File: config.mk
export PLATFORM = sky130hd
export DESIGN_NAME = double_ended_queue_unit
export DESIGN_NICKNAME = d
export VERILOG_FILES = /design/src/rtl/dequ_pkg.sv /design/src/rtl/dequ_ram.sv /design/src/rtl/double_ended_queue_unit.sv
export SDC_FILE = /design/constraint.sdc
export NUM_CORES = 1
export LEC_CHECK = 0
export BUFFER_PORTS_ARGS = -buffer_cell sky130_fd_sc_hd__buf_2
export CORE_MARGIN = 3
export CORE_UTILIZATION = 40
export DETAILED_ROUTE_END_ITERATION = 7
export GPL_TIMING_DRIVEN = 0
export PLACE_DENSITY = 0.63
export RECOVER_POWER = 100
export SLEW_MARGIN = 20
export SYNTH_ARGS = -nofsm -noshare
export SYNTH_HDL_FRONTEND = slang
export SYNTH_HIERARCHICAL = 1
export SYNTH_SLANG_ARGS = --single-unit
File: constraint.sdc
create_clock -name clk_i -period 5.3 [get_ports clk_i]
set_input_delay 0.265 -clock clk_i [delete_from_list [all_inputs] [get_ports clk_i]]
set_output_delay 0.265 -clock clk_i [all_outputs]
set_load 0.005 [all_outputs]
File: src/rtl/dequ_pkg.sv
package dequ_pkg;

  // Ring geometry
  localparam int Depth = 16;
  localparam int IdxW  = $clog2(Depth);
  localparam int CntW  = $clog2(Depth + 1);
  localparam int DataW = 32;

  localparam logic [CntW:0] DepthExt = (CntW + 1)'(Depth);
  localparam logic [CntW-1:0] DepthCnt = CntW'(Depth);

  // Operation codes
  localparam logic [2:0] OpPushBack = 3'd0;
  localparam logic [2:0] OpPopBack  = 3'd1;
  localparam logic [2:0] OpPopFront = 3'd2;
  localparam logic [2:0] OpClear    = 3'd3;

  // Status codes
  typedef enum logic [1:0] {
    StatOk        = 2'd0,
    StatUnderflow = 2'd1,
    StatOverflow  = 2'd2
  } status_e;

  // Sequencer states
  typedef enum logic [3:0] {
    SIdle = 4'b0001,
    SExec = 4'b0010,
    SLook = 4'b0100,
    SResp = 4'b1000
  } state_e;

  // (base + off) modulo Depth, for base < Depth and off <= Depth
  function automatic logic [IdxW-1:0] ring_pos(input logic [IdxW-1:0] base,
                                               input logic [CntW-1:0] off);
    logic [CntW:0] sum;
    sum = (CntW + 1)'(base) + (CntW + 1)'(off);
    if (sum >= DepthExt) begin
      sum = sum - DepthExt;
    end
    return sum[IdxW-1:0];
  endfunction

  // Position of the newest entry; position of front when the ring is empty
  function automatic logic [IdxW-1:0] back_pos(input logic [IdxW-1:0] base,
                                               input logic [CntW-1:0] cnt);
    logic [CntW-1:0] off;
    off = (cnt == '0) ? '0 : cnt - CntW'(1);
    return ring_pos(base, off);
  endfunction

endpackage

File: src/rtl/dequ_ram.sv
module dequ_ram #(
  parameter int Width = 32,
  parameter int Depth = 16
) (
  input  logic                     clk_i,
  input  logic                     we_i,
  input  logic [$clog2(Depth)-1:0] waddr_i,
  input  logic [Width-1:0]         wdata_i,
  input  logic [$clog2(Depth)-1:0] raddr_a_i,
  output logic [Width-1:0]         rdata_a_o,
  input  logic [$clog2(Depth)-1:0] raddr_b_i,
  output logic [Width-1:0]         rdata_b_o
);

  logic [Width-1:0] mem_q [Depth];

  // One write port, two registered read ports
  always_ff @(posedge clk_i) begin
    if (we_i) begin
      mem_q[waddr_i] <= wdata_i;
    end
    rdata_a_o <= mem_q[raddr_a_i];
    rdata_b_o <= mem_q[raddr_b_i];
  end

endmodule

File: src/rtl/double_ended_queue_unit.sv
// Channel  | Handshake            | Payload
// ---------+----------------------+-----------------------------------------------
// command  | start_i / busy_o     | operation_i, push_value_i
// result   | valid_o (one cycle)  | popped_value_o, front_value_o, back_value_o,
//          |                      | entry_count_o, is_empty_o, is_full_o, status_o
//
// Each transaction runs in order: the popped word is read from the ring
// memory, then pointers and count are updated and a push is written, then the
// front and back words are read on the memory's two read ports.
// The result strobe comes in SResp, after the SExec and SLook states; a new command
// may be accepted in the same cycle as the strobe, and not before it.
// Reset clears pointers, count and sequencer; ring contents are not cleared.
// The receiver cannot stall; results are never held.
module double_ended_queue_unit (
  input  logic                        clk_i,
  input  logic                        rst_ni,
  input  logic                        start_i,
  output logic                        busy_o,
  input  logic [2:0]                  operation_i,
  input  logic signed [31:0]          push_value_i,
  output logic                        valid_o,
  output logic signed [31:0]          popped_value_o,
  output logic signed [31:0]          front_value_o,
  output logic signed [31:0]          back_value_o,
  output logic [4:0]                  entry_count_o,
  output logic                        is_empty_o,
  output logic                        is_full_o,
  output logic [1:0]                  status_o
);

  localparam int IdxW  = dequ_pkg::IdxW;
  localparam int CntW  = dequ_pkg::CntW;
  localparam int DataW = dequ_pkg::DataW;

  dequ_pkg::state_e  state_q, state_d;
  logic [IdxW-1:0]   front_q, front_d;
  logic [CntW-1:0]   cnt_q, cnt_d;
  logic [2:0]        op_q;
  logic [DataW-1:0]  val_q;
  logic [DataW-1:0]  popped_q, popped_d;
  dequ_pkg::status_e status_q, status_d;

  logic              accept;
  logic              we;
  logic [IdxW-1:0]   waddr;
  logic [IdxW-1:0]   raddr_a, raddr_b;
  logic [DataW-1:0]  rdata_a, rdata_b;
  logic              resp;

  assign resp   = (state_q == dequ_pkg::SResp);
  assign busy_o = !((state_q == dequ_pkg::SIdle) || resp);
  assign accept = start_i && !busy_o;

  // Ring storage
  dequ_ram #(
    .Width (DataW),
    .Depth (dequ_pkg::Depth)
  ) u_ram (
    .clk_i     (clk_i),
    .we_i      (we),
    .waddr_i   (waddr),
    .wdata_i   (val_q),
    .raddr_a_i (raddr_a),
    .rdata_a_o (rdata_a),
    .raddr_b_i (raddr_b),
    .rdata_b_o (rdata_b)
  );

  // Read addresses: popped word at acceptance, front/back after update
  always_comb begin
    raddr_b = dequ_pkg::back_pos(front_q, cnt_q);
    if (state_q == dequ_pkg::SLook) begin
      raddr_a = front_q;
    end else if (operation_i == dequ_pkg::OpPopFront) begin
      raddr_a = front_q;
    end else begin
      raddr_a = dequ_pkg::back_pos(front_q, cnt_q);
    end
  end

  // Execute step: pointer and count update, push write
  always_comb begin
    front_d  = front_q;
    cnt_d    = cnt_q;
    popped_d = popped_q;
    status_d = status_q;
    we       = 1'b0;
    waddr    = dequ_pkg::ring_pos(front_q, cnt_q);
    if (state_q == dequ_pkg::SExec) begin
      popped_d = '0;
      status_d = dequ_pkg::StatOk;
      case (op_q)
        dequ_pkg::OpPushBack: begin
          if (cnt_q == dequ_pkg::DepthCnt) begin
            status_d = dequ_pkg::StatOverflow;
          end else begin
            we    = 1'b1;
            cnt_d = cnt_q + CntW'(1);
          end
        end
        dequ_pkg::OpPopBack: begin
          if (cnt_q == '0) begin
            status_d = dequ_pkg::StatUnderflow;
          end else begin
            popped_d = rdata_a;
            cnt_d    = cnt_q - CntW'(1);
          end
        end
        dequ_pkg::OpPopFront: begin
          if (cnt_q == '0) begin
            status_d = dequ_pkg::StatUnderflow;
          end else begin
            popped_d = rdata_a;
            front_d  = dequ_pkg::ring_pos(front_q, CntW'(1));
            cnt_d    = cnt_q - CntW'(1);
          end
        end
        dequ_pkg::OpClear: begin
          cnt_d   = '0;
          front_d = '0;
        end
        default: begin
          // unused codes behave as a query
        end
      endcase
    end
  end

  // Sequencer
  always_comb begin
    state_d = state_q;
    case (state_q)
      dequ_pkg::SIdle: if (accept) state_d = dequ_pkg::SExec;
      dequ_pkg::SExec: state_d = dequ_pkg::SLook;
      dequ_pkg::SLook: state_d = dequ_pkg::SResp;
      dequ_pkg::SResp: state_d = accept ? dequ_pkg::SExec : dequ_pkg::SIdle;
      default:         state_d = dequ_pkg::SIdle;
    endcase
  end

  always_ff @(posedge clk_i or negedge rst_ni) begin
    if (!rst_ni) begin
      state_q <= dequ_pkg::SIdle;
      front_q <= '0;
      cnt_q   <= '0;
    end else begin
      state_q <= state_d;
      front_q <= front_d;
      cnt_q   <= cnt_d;
    end
  end

  // Transaction payload
  always_ff @(posedge clk_i) begin
    if (accept) begin
      op_q  <= operation_i;
      val_q <= push_value_i;
    end
    popped_q <= popped_d;
    status_q <= status_d;
  end

  // Result formatting
  always_comb begin
    valid_o        = resp;
    popped_value_o = resp ? popped_q : '0;
    front_value_o  = (resp && cnt_q != '0) ? rdata_a : '0;
    back_value_o   = (resp && cnt_q != '0) ? rdata_b : '0;
    entry_count_o  = resp ? cnt_q : '0;
    is_empty_o     = resp && (cnt_q == '0);
    is_full_o      = resp && (cnt_q == dequ_pkg::DepthCnt);
    status_o       = resp ? status_q : dequ_pkg::StatOk;
  end

endmodule

==> impl_metrics.env <==
export IMPL_critical_path_startpoint_type="flip-flop"
export IMPL_seq_area_frac_synth_pct=66.96
export IMPL_yosysTopAreaCell="edfxtp_1"
export IMPL_achievable_frequency_mhz=195.2
export IMPL_initial_antenna_violation_count=3
export IMPL_floorplan_core_area_mm2=0.07027
export IMPL_outcome="finished, violations left"
export IMPL_slew_headroom_pct=-57.90
export IMPL_globalplace_congestion=0.7897
export IMPL_dpl_instance_area_mm2=0.03114
export IMPL_pre_cts_slack_ns=0.2703
export IMPL_post_synth_num_cell_types=55
export IMPL_port_buffers=144
export IMPL_routed_via_count=16530
export IMPL_grt_first_pass_wirelength_um=118100
export IMPL_yosys_register_bits=658
export IMPL_r2r_slack_ns=0.18
export IMPL_cts_buffers=72
export IMPL_timing_worst_setup_path_type="reg -> reg"
export IMPL_boundaryPins=145
export IMPL_synthToLayoutAreaGrowth_pct=17.24
export IMPL_die_w_um=272.7
export IMPL_timing_critical_path_max_delay_family="simple AND/OR/NAND/NOR gates"
export IMPL_start_util_pct=40.50
export IMPL_crit_chain="inv_1 > ha_1 > or4b_4 > clkbuf_1 > nand2b_1 > inv_1 > ha_1 > nand3_1 > and3_1 > or2_2 > o221ai_1 > nor2b_1 > clkbuf_1 > clkbuf_1 > a22oi_1 > nand2_1"
export IMPL_clkSlewWorstSetupHoldPaths_ns=0.05
export IMPL_most_numerous_cell_types_in_the_synthesized_netlist="edfxtp_1 (581), mux4_2 (256), a22oi_1 (128), and2_1 (73), nand2_1 (71)"
export IMPL_syn_mean_instance_area_um2=18.81
export IMPL_synth_async_reset_ratio_pct=1.976
export IMPL_final_min_period_over_clock_period_pct=96.65
export IMPL_critical_path_max_fanout=10
export IMPL_skew_ns=0.02505
export IMPL_finalSetupViolations=0
export IMPL_maxCapViolations=11
export IMPL_gr_total_overflow=0
export IMPL_critical_path_required_time_ns=5.82
export IMPL_synth_cells=1513
export IMPL_post_layout_nonfiller_instances=2798
export IMPL_dieArea_mm2=0.07438
export IMPL_crit_slowest_cell="or4b_4"
export IMPL_post_dp_hpwl_um=55040
export IMPL_drt_antenna_violating_nets=0
export IMPL_cts_htree_levels=3
export IMPL_synthDominantCellAreaShare_pct=61.31
export IMPL_initialDrtViolationCount=1894
export IMPL_synthMostInstantiatedCell="edfxtp_1"
export IMPL_number_of_enable_type_register_cells_in_the_synthesized_netlist=581
export IMPL_final_design_area_no_fill_mm2=0.03336
export IMPL_clock_tree_buffer_depth=3
export IMPL_synth_top_cells_by_area="edfxtp_1 (61%), mux4_2 (20%), dfxtp_1 (4.5%)"
export IMPL_viasPerCell=5.907
export IMPL_track_usage_pct=22.18
export IMPL_final_period_minus_worst_setup_slack_ns=5.123
export IMPL_synth_ff_type="edfxtp_1"
export IMPL_grt_pass1_vias=17220
export IMPL_post_synth_instance_area_mm2=0.02846
export IMPL_place_detailed_instances=2631
export IMPL_overall_die_height_um=272.7
export IMPL_drtPass1Iterations=5
export IMPL_clk_latency_ns=0.63
export IMPL_worstPathArrival_ns=5.65
export IMPL_violations="capacitance limit, slew limit"
export IMPL_critical_path_buf_inv_count=5
export IMPL_nNetsFinal=1852
export IMPL_route_detailed_drc=0
export IMPL_synthesized_nets=1563
export IMPL_cts_root_buf="clkbuf_16"
export IMPL_drv_slew=176
export IMPL_final_routed_wirelength_across_all_metal_layers_um=81900
export IMPL_worst_path_most_repeated_cell="clkbuf_1"
export IMPL_final_hold_violation_count=0
export IMPL_avgRoutedWirePerCell_um=29.27
export IMPL_slowest_delay_ns=0.61
export IMPL_core_rowCount=97
export IMPL_worst_pin_slew_ns=2.360
export IMPL_synth_yosys_warnings=6
export IMPL_tritoncts_clock_tree="done"
export IMPL_drive_gt1_share_pct=27.25
export IMPL_cp_end_kind="flip-flop"
export IMPL_hold_path_class="in -> async"
export IMPL_cts_sink_count=658
export IMPL_pin_count_of_the_biggest_net_entering_global_routing=22
export IMPL_rsz0062_at_grt="no"
export IMPL_final_setup_worst_slack_ns=0.1775
-- final cells by class --
class	instances	area, um^2
sequential	658	19050
antenna	1	2.502
clock buffer	88	1912
inverter	15	56.30
multi-input combinational	725	8780
fill	5927	36910
clock inverter	41	555.5
timing repair buffer	215	1296
buffer	115	530.5
tap	940	1176
-- stage by stage --
step                      hold slack, ns  TNS (ns)  utilization [%]
final                             0.2834         0            47.48
after CTS                        0.08100         0            48.35
after global placement            0.1790  -1299.68            43.22
after detailed placement          0.1910         0            44.31
after global routing              0.3127         0            47.47
after floorplan                 -0.03059         0                -
-- cells in the final DEF, fill, tap and decap left out, types with 45 or more instances in the layout --
| cell type | n |
|---|---|
| and3_1 | 67 |
| mux4_2 | 256 |
| and2_0 | 45 |
| a22oi_1 | 128 |
| buf_2 | 93 |
| nand2_1 | 71 |
| clkbuf_16 | 72 |
| dfxtp_1 | 64 |
| clkbuf_1 | 155 |
| edfxtp_1 | 581 |
-- cell families after synthesis --
logic type	share of synthesized area [%]
AOI/OAI and AO/OA	4.340
xor gates and xnor gates	0.2770
adders and majority gates	0.5804
buffers and inverters	2.075
DFF	66.96
muxes	20.37
and+or+nand+nor	5.395
-- routing by layer --
metal | vias to the layer above | track usage, % | part of all wire (%)
met2 | 938 | 35.44 | 48
met4 | 0 | 7.244 | 2.8
met5 | - | 0 | 0
met1 | 8584 | 29.53 | 38
li1 | 6870 | - | -
met3 | 136 | 6.172 | 11
-- final timing paths --
| kind | startpoint | endpoint | cells past startpoint |
|---|---|---|---|
| max | cnt_q[1] | u_ram/rdata_a_o[29] | 16 |
| max in group asynchronous | rst_ni | state_q[1] | 2 |
| min | rst_ni | cnt_q[4] | 2 |
| max reg2reg | cnt_q[1] | u_ram/rdata_a_o[29] | 16 |
| min reg2reg | u_ram/rdata_a_o[11] | popped_q[11] | 1 |
| min in group clk_i | push_value_i[21] | val_q[21] | 2 |
-- what timing repair did --
action,CTS,global route
setup endpoints to repair,0,23
gates resized for setup,0,10
setup buffers,0,0
endpoints found under the hold margin,49,0
hold buffers,37,0
-- flip-flops by register name, summed over array words and instances (netlist names) --
signal           flops
cnt_q                5
front_q              4
op_q                 3
popped_q            32
state_q              4
status_q             2
u_ram/mem_q        512
u_ram/rdata_a_o     32
u_ram/rdata_b_o     32
val_q               32
Power is not shown: default switching activity piles up to over one toggle a cycle in this logic, so the estimate is an artifact.
